**config.mk**
```make
export PLATFORM = sky130hd
export DESIGN_NAME = pc_ctrl
export DESIGN_NICKNAME = d
export VERILOG_FILES = /design/src/rtl/core/pc_pkg.sv /design/src/rtl/core/pc_ctrl.sv
export SDC_FILE = /design/constraint.sdc
export NUM_CORES = 1
export LEC_CHECK = 0
export ABC_AREA = 1
export BUFFER_PORTS_ARGS = -buffer_cell sky130_fd_sc_hd__buf_2
export CAP_MARGIN = 0
export CELL_PAD_IN_SITES_DETAIL_PLACEMENT = 0
export CELL_PAD_IN_SITES_GLOBAL_PLACEMENT = 2
export CORE_ASPECT_RATIO = 2
export CORE_MARGIN = 1.5
export CORE_UTILIZATION = 28
export DETAILED_ROUTE_END_ITERATION = 8
export GPL_TIMING_DRIVEN = 0
export PLACE_DENSITY_LB_ADDON = 0.1
export SYNTH_ARGS = -nofsm -noshare
export SYNTH_HDL_FRONTEND = slang
export SYNTH_SLANG_ARGS = --single-unit
```
**constraint.sdc**
```tcl
create_clock -name i_clk -period 1.5 [get_ports i_clk]
set_input_delay 0.075 -clock i_clk [delete_from_list [all_inputs] [get_ports i_clk]]
set_output_delay 0.075 -clock i_clk [all_outputs]
set_load 0.01 [all_outputs]
```
**src/rtl/core/pc_pkg.sv**
```systemverilog
// ----------------------------------------------------------------------------
// pc_pkg: shared types and constants
// Command struct, product sequence codes and fixed field widths.
// ----------------------------------------------------------------------------
`timescale 1ns / 1ps
`default_nettype none

package pc_pkg;

    localparam int SAMPLE_W = 16;
    localparam int CORR_W   = 16;
    localparam int COUNT_W  = 13;
    localparam int FRAC_BITS = 15;

    typedef logic [2:0] t_op;

    localparam t_op OP_NXY  = 3'd0;
    localparam t_op OP_SXSY = 3'd1;
    localparam t_op OP_NXX  = 3'd2;
    localparam t_op OP_SXSX = 3'd3;
    localparam t_op OP_NYY  = 3'd4;
    localparam t_op OP_SYSY = 3'd5;
    localparam t_op OP_VV   = 3'd6;

    typedef struct packed {
        logic acc;
        logic mul_start;
        logic mul_step;
        logic mul_fin;
        t_op  op;
        logic sq_start;
        logic sq_step;
        logic div_start;
        logic div_step;
        logic load_out;
    } t_cmd;

endpackage

`default_nettype wire

```
**src/rtl/core/pc_ctrl.sv**
```systemverilog
// ----------------------------------------------------------------------------
// pc_ctrl: sequencer
// Runs accumulation, the product sequence, square root, divide and output.
// ----------------------------------------------------------------------------
`timescale 1ns / 1ps
`default_nettype none

module pc_ctrl #(
    parameter int MAX_SAMPLES = 4096,
    parameter int SAMPLE_BITS = 16
) (
    input  wire           i_clk,
    input  wire           i_rst_n,
    input  wire           i_in_valid,
    input  wire           i_in_last,
    input  wire           i_out_ready,
    output logic          o_in_ready,
    output logic          o_out_valid,
    output pc_pkg::t_cmd  o_cmd
);

    localparam int CW   = $clog2(MAX_SAMPLES + 1);
    localparam int PW   = 2 * SAMPLE_BITS + 2 * CW + 1;
    localparam int CNTW = $clog2(PW + 1);

    localparam logic [3:0] S_ACC   = 4'd0;
    localparam logic [3:0] S_MLOAD = 4'd1;
    localparam logic [3:0] S_MUL   = 4'd2;
    localparam logic [3:0] S_MFIN  = 4'd3;
    localparam logic [3:0] S_SLOAD = 4'd4;
    localparam logic [3:0] S_SQRT  = 4'd5;
    localparam logic [3:0] S_DLOAD = 4'd6;
    localparam logic [3:0] S_DIV   = 4'd7;
    localparam logic [3:0] S_OUT   = 4'd8;

    logic [3:0]       r_state, n_state;
    logic [CNTW-1:0]  r_cnt, n_cnt;
    pc_pkg::t_op      r_op, n_op;
    logic             r_out_valid, n_out_valid;

    always_comb begin
        n_state    = r_state;
        n_cnt      = r_cnt;
        n_op       = r_op;
        o_cmd      = '0;
        o_cmd.op   = r_op;
        o_in_ready = 1'b0;
        unique case (r_state)
            S_ACC: begin
                o_in_ready = 1'b1;
                if (i_in_valid) begin
                    o_cmd.acc = 1'b1;
                    if (i_in_last) begin
                        n_op    = pc_pkg::OP_NXY;
                        n_state = S_MLOAD;
                    end
                end
            end
            S_MLOAD: begin
                o_cmd.mul_start = 1'b1;
                n_cnt   = '0;
                n_state = S_MUL;
            end
            S_MUL: begin
                o_cmd.mul_step = 1'b1;
                n_cnt = r_cnt + CNTW'(1);
                if (r_cnt == CNTW'(PW - 1)) begin
                    n_state = S_MFIN;
                end
            end
            S_MFIN: begin
                o_cmd.mul_fin = 1'b1;
                if (r_op == pc_pkg::OP_VV) begin
                    n_state = S_SLOAD;
                end else begin
                    n_op    = r_op + pc_pkg::t_op'(1);
                    n_state = S_MLOAD;
                end
            end
            S_SLOAD: begin
                o_cmd.sq_start = 1'b1;
                n_cnt   = '0;
                n_state = S_SQRT;
            end
            S_SQRT: begin
                o_cmd.sq_step = 1'b1;
                n_cnt = r_cnt + CNTW'(1);
                if (r_cnt == CNTW'(PW - 1)) begin
                    n_state = S_DLOAD;
                end
            end
            S_DLOAD: begin
                o_cmd.div_start = 1'b1;
                n_cnt   = '0;
                n_state = S_DIV;
            end
            S_DIV: begin
                o_cmd.div_step = 1'b1;
                n_cnt = r_cnt + CNTW'(1);
                if (r_cnt == CNTW'(pc_pkg::FRAC_BITS - 1)) begin
                    n_state = S_OUT;
                end
            end
            S_OUT: begin
                if (!r_out_valid || i_out_ready) begin
                    o_cmd.load_out = 1'b1;
                    n_state = S_ACC;
                end
            end
            default: begin
                n_state = S_ACC;
            end
        endcase
    end

    always_comb begin
        if (o_cmd.load_out) begin
            n_out_valid = 1'b1;
        end else if (r_out_valid && i_out_ready) begin
            n_out_valid = 1'b0;
        end else begin
            n_out_valid = r_out_valid;
        end
    end

    always_ff @(posedge i_clk) begin
        if (!i_rst_n) begin
            r_state     <= S_ACC;
            r_cnt       <= '0;
            r_op        <= pc_pkg::OP_NXY;
            r_out_valid <= 1'b0;
        end else begin
            r_state     <= n_state;
            r_cnt       <= n_cnt;
            r_op        <= n_op;
            r_out_valid <= n_out_valid;
        end
    end

    assign o_out_valid = r_out_valid;

    a_last_starts: assert property (@(posedge i_clk) disable iff (!i_rst_n)
        (o_cmd.acc && i_in_last) |=> (r_state == S_MLOAD && r_op == pc_pkg::OP_NXY))
        else $error("last item did not start the product sequence");

    a_op_range: assert property (@(posedge i_clk) disable iff (!i_rst_n)
        r_op <= pc_pkg::OP_VV)
        else $error("product code out of range");

    a_cnt_range: assert property (@(posedge i_clk) disable iff (!i_rst_n)
        r_cnt <= CNTW'(PW))
        else $error("step counter overran");

    a_load_shows: assert property (@(posedge i_clk) disable iff (!i_rst_n)
        o_cmd.load_out |=> (r_out_valid && r_state == S_ACC))
        else $error("loaded result not presented");

    a_load_free: assert property (@(posedge i_clk) disable iff (!i_rst_n)
        (o_cmd.load_out && r_out_valid) |-> i_out_ready)
        else $error("result overwritten before taken");

endmodule

`default_nettype wire

```
==> results.txt <==
The run finished with clean final reports. The tools report the post-synth design cell area as 918 µm². VDD sags by at most 0.000648 V. For the pin with the worst max-slew slack, the measured transition is 0.318 ns. The classification of the worst-slack hold path is in2reg. The clock reaches the later pin of the worst-skew pair after 0.24 ns. The run gives 0.305 as the sequential share of the synthesized area. The die outline width is 43.5 µm. The area growth from synthesis to layout is 20.3%.

The number of nets in the final layout is 171. In this run the static leakage power is 0.000534 µW. The final-layout worst hold slack is 0.0895 ns. 0 antenna diodes ended up in the layout.

The slowest stage of the critical path is the sky130_fd_sc_hd__dfxtp_4 cell. The number of CTS-inserted buffers was 3. Counting stages on the worst path, the most repeated cell is sky130_fd_sc_hd__nand2_1. Fraction of layout instances using a drive strength above 1: 0.281. Pin placement for this block handled 19 I/O pins. The run gives 10 as the pin count of the biggest net entering global routing.

The longest clock path from root to sink contains 2 buffers. The run gives 910 as the via count of the first global-routing pass. The logs give 3650 µm² for the overall die area and 23 for the number of unique standard cell types used by synthesis.

Summed over all layers, the global routing overflow is 0. The required time of the worst setup path was 1.63 ns; the clock transition at the register clock pins on the worst setup and hold paths after CTS was 0.06 ns. The commonest non-fill, non-tap cell in the layout was sky130_fd_sc_hd__nand2_1.

The floorplan step set the die height to 84.0 µm. The delay of the slowest critical-path stage works out to 0.37 ns. The tools report the startpoint kind of the worst setup timing path as a flop. The overall track demand over capacity in global routing came out at 0.153. TritonCTS built the clock tree. The run gives 14 as the number of clock sinks. Setup repair after global routing left no endpoint under its margin. Summing over every cut layer, the via total after detailed routing is 896. Across all setup checks in the final design, the least slack found is 0.133 ns. Summed over all layers, the routed wires come to 2.47 mm.

The cell sitting at the root of the clock tree is a sky130_fd_sc_hd__clkbuf_8. For this run, design rule violations remaining after detail routing come to 0. The post-route antenna net violation count was 0. The tools report the starting density of the core as 0.291. Leaving out fill and tap cells, the most frequent cells in the layout are sky130_fd_sc_hd__nand2_1 (32), sky130_fd_sc_hd__nor2_1 (20), sky130_fd_sc_hd__buf_2 (18).

After routing the design area is 1100 µm². The first global-routing pass estimated 4.12 mm of wire. In this run the worst setup path terminates at r_state[2]. The initial antenna violation count was 0. The port buffer count was 18; the final number of hold-violating endpoints was 0. For the worst setup path, the data arrival time is 1.50 ns. After detailed routing, the number of vias per cell comes to 4.69.

The endpoint of the worst-slack reg-to-reg timing path was r_state[2]. Routability-driven placement finished with a final weighted congestion of 0.708. The number of H-tree branching levels was 1; the number of pins with negative max-slew slack in the final report was 0. The share of the clock period used by the worst path is 0.912. The iteration count of the initial detailed-routing pass is 4.

In this run the worst setup path begins at r_state[0]. After the first detailed-routing iteration, the DRC count stood at 20. The average wire per cell in the routed design was 12.9 µm. OpenSTA, run right after detailed placement, puts the worst setup slack at -0.000229 ns. For flop-to-flop paths, the worst setup slack is 0.13 ns. Of all nets on the critical path, the largest fanout is 7.

Counting cells, the worst reg-to-reg path comes to 9. The core box area was 3160 µm². In this run the power density over the cells is 1790 nW/µm². In this run, synthesis produced a sequential element count of 14. Synthesis produced 139 cells. Across the run, the number of max-cap violations was 0. The worst setup path is captured at a flop.

The hold buffer count at CTS came out at 0. The startpoint identified for the worst register-to-register timing path is r_state[0]. In this run the cell area measured after placement is 1050 µm². The total setup violations reported at the end of the flow is 0, and the cell row count is 29. The critical setup path kind is reg2reg. A synthesized cell averages 6.61 µm². The clock arrives with 0.00289 ns of skew.

The critical path goes through nor2_4 > buf_4 > nand3_1 > nand2_1 > inv_2 > nand3_2 > nand2_1 > nand2_1 > nor2_1. The final cell utilization of the core is 0.350, and the minimum clock period is 1.37 ns. The run gives 0.787 as the relative max-transition margin. The net count of the mapped netlist was 148. The warning count from the yosys run was 0; the detailed-placement wirelength estimate was 2.00 mm.

Highest clock frequency the design can meet: 0.731 GHz.
[stage by stage]
step	TNS, ns	std cells	power (µW)
6_report	0	191	1970
5_1_grt	0	191	2170
4_1_cts	0	192	2000
3_5_place_dp	-0.000229	188	1600
3_3_place_gp	-0.0509	188	1610
2_1_floorplan	0	139	1280
[layer usage]
layer	part of all wire	GRT usage	vias up
met5	0	0	-
met4	0.012	0.0579	0
met3	0.016	0.0195	2
met2	0.64	0.308	10
met1	0.33	0.142	406
li1	-	-	478
[where the power goes]
group	total (µW)	internal, µW	leakage (µW)	switching, µW
clock network	308	177	0.0000216	130
registers	574	453	0.000115	120
logic	1090	365	0.000398	728
[synthesized netlist by cell type]
master / number / area share
sky130_fd_sc_hd__nand3_2: 3 / 0.033
sky130_fd_sc_hd__nand2_1: 32 / 0.13
sky130_fd_sc_hd__a21oi_1: 11 / 0.060
sky130_fd_sc_hd__dfxtp_1: 14 / 0.31
sky130_fd_sc_hd__inv_2: 5 / 0.020
sky130_fd_sc_hd__nand3_1: 7 / 0.038
sky130_fd_sc_hd__or2_0: 1 / 0.0068
sky130_fd_sc_hd__inv_1: 15 / 0.061
sky130_fd_sc_hd__nand2_2: 4 / 0.027
sky130_fd_sc_hd__clkinv_1: 1 / 0.0041
sky130_fd_sc_hd__xnor2_1: 1 / 0.0095
sky130_fd_sc_hd__nor2_4: 2 / 0.025
sky130_fd_sc_hd__nor4_4: 1 / 0.023
sky130_fd_sc_hd__nor3_1: 3 / 0.016
sky130_fd_sc_hd__nor2_1: 22 / 0.090
sky130_fd_sc_hd__ha_1: 4 / 0.054
sky130_fd_sc_hd__buf_4: 1 / 0.0082
sky130_fd_sc_hd__o21a_1: 1 / 0.0082
sky130_fd_sc_hd__nand2_4: 1 / 0.012
sky130_fd_sc_hd__nand3b_1: 3 / 0.025
sky130_fd_sc_hd__nor2_2: 1 / 0.0068
sky130_fd_sc_hd__o21ai_0: 4 / 0.022
sky130_fd_sc_hd__nand4_1: 2 / 0.014
[sequential cells by signal (all words and copies together) (netlist names)]
name / cells
r_state: 4
r_cnt: 6
o_out_valid: 1
r_op: 3
[worst min-delay path by stage]
stage | from | to | slack [ns] | cells after the start
2_1_floorplan | i_rst_n | r_cnt[2] | 0.20 | 2
3_3_place_gp | i_rst_n | r_state[1] | 0.35 | 3
3_5_place_dp | i_rst_n | r_state[1] | 0.35 | 3
4_1_cts | i_rst_n | r_state[1] | 0.09 | 3
5_1_grt | i_rst_n | r_state[1] | 0.10 | 3
6_report | i_rst_n | r_state[1] | 0.09 | 3
[critical path: cells and delay by family, from the launching register on]
kind	cells	cell delay, ns
simple gates	7	0.70
flops	1	0.37
buf+inv	2	0.19
[cell type report]
type / count / area (µm²)
tap: 31 / 38.8
clock buffer: 3 / 41.3
inverter: 21 / 78.8
sequential: 14 / 287
fill: 364 / 2050
multi-input combinational: 103 / 562
timing repair buffer: 19 / 97.6
[what timing repair did]
action,in CTS,in global routing
gates cloned,0,0
setup buffers,1,0
pin swaps,1,2
setup endpoints to repair,3,6
resized for setup,2,6
[logic make-up after synthesis]
| group | Yosys count | synth area share |
|---|---|---|
| AO/OA/AOI/OAI | 16 | 0.0899 |
| adder cells (fa/ha/maj) | 4 | 0.0545 |
| flip-flops | 14 | 0.305 |
| XOR/XNOR | 1 | 0.00954 |
| buffers and inverters | 22 | 0.0940 |
| AND/OR/NAND/NOR | 82 | 0.447 |
Power figures use the tool's default switching activity.
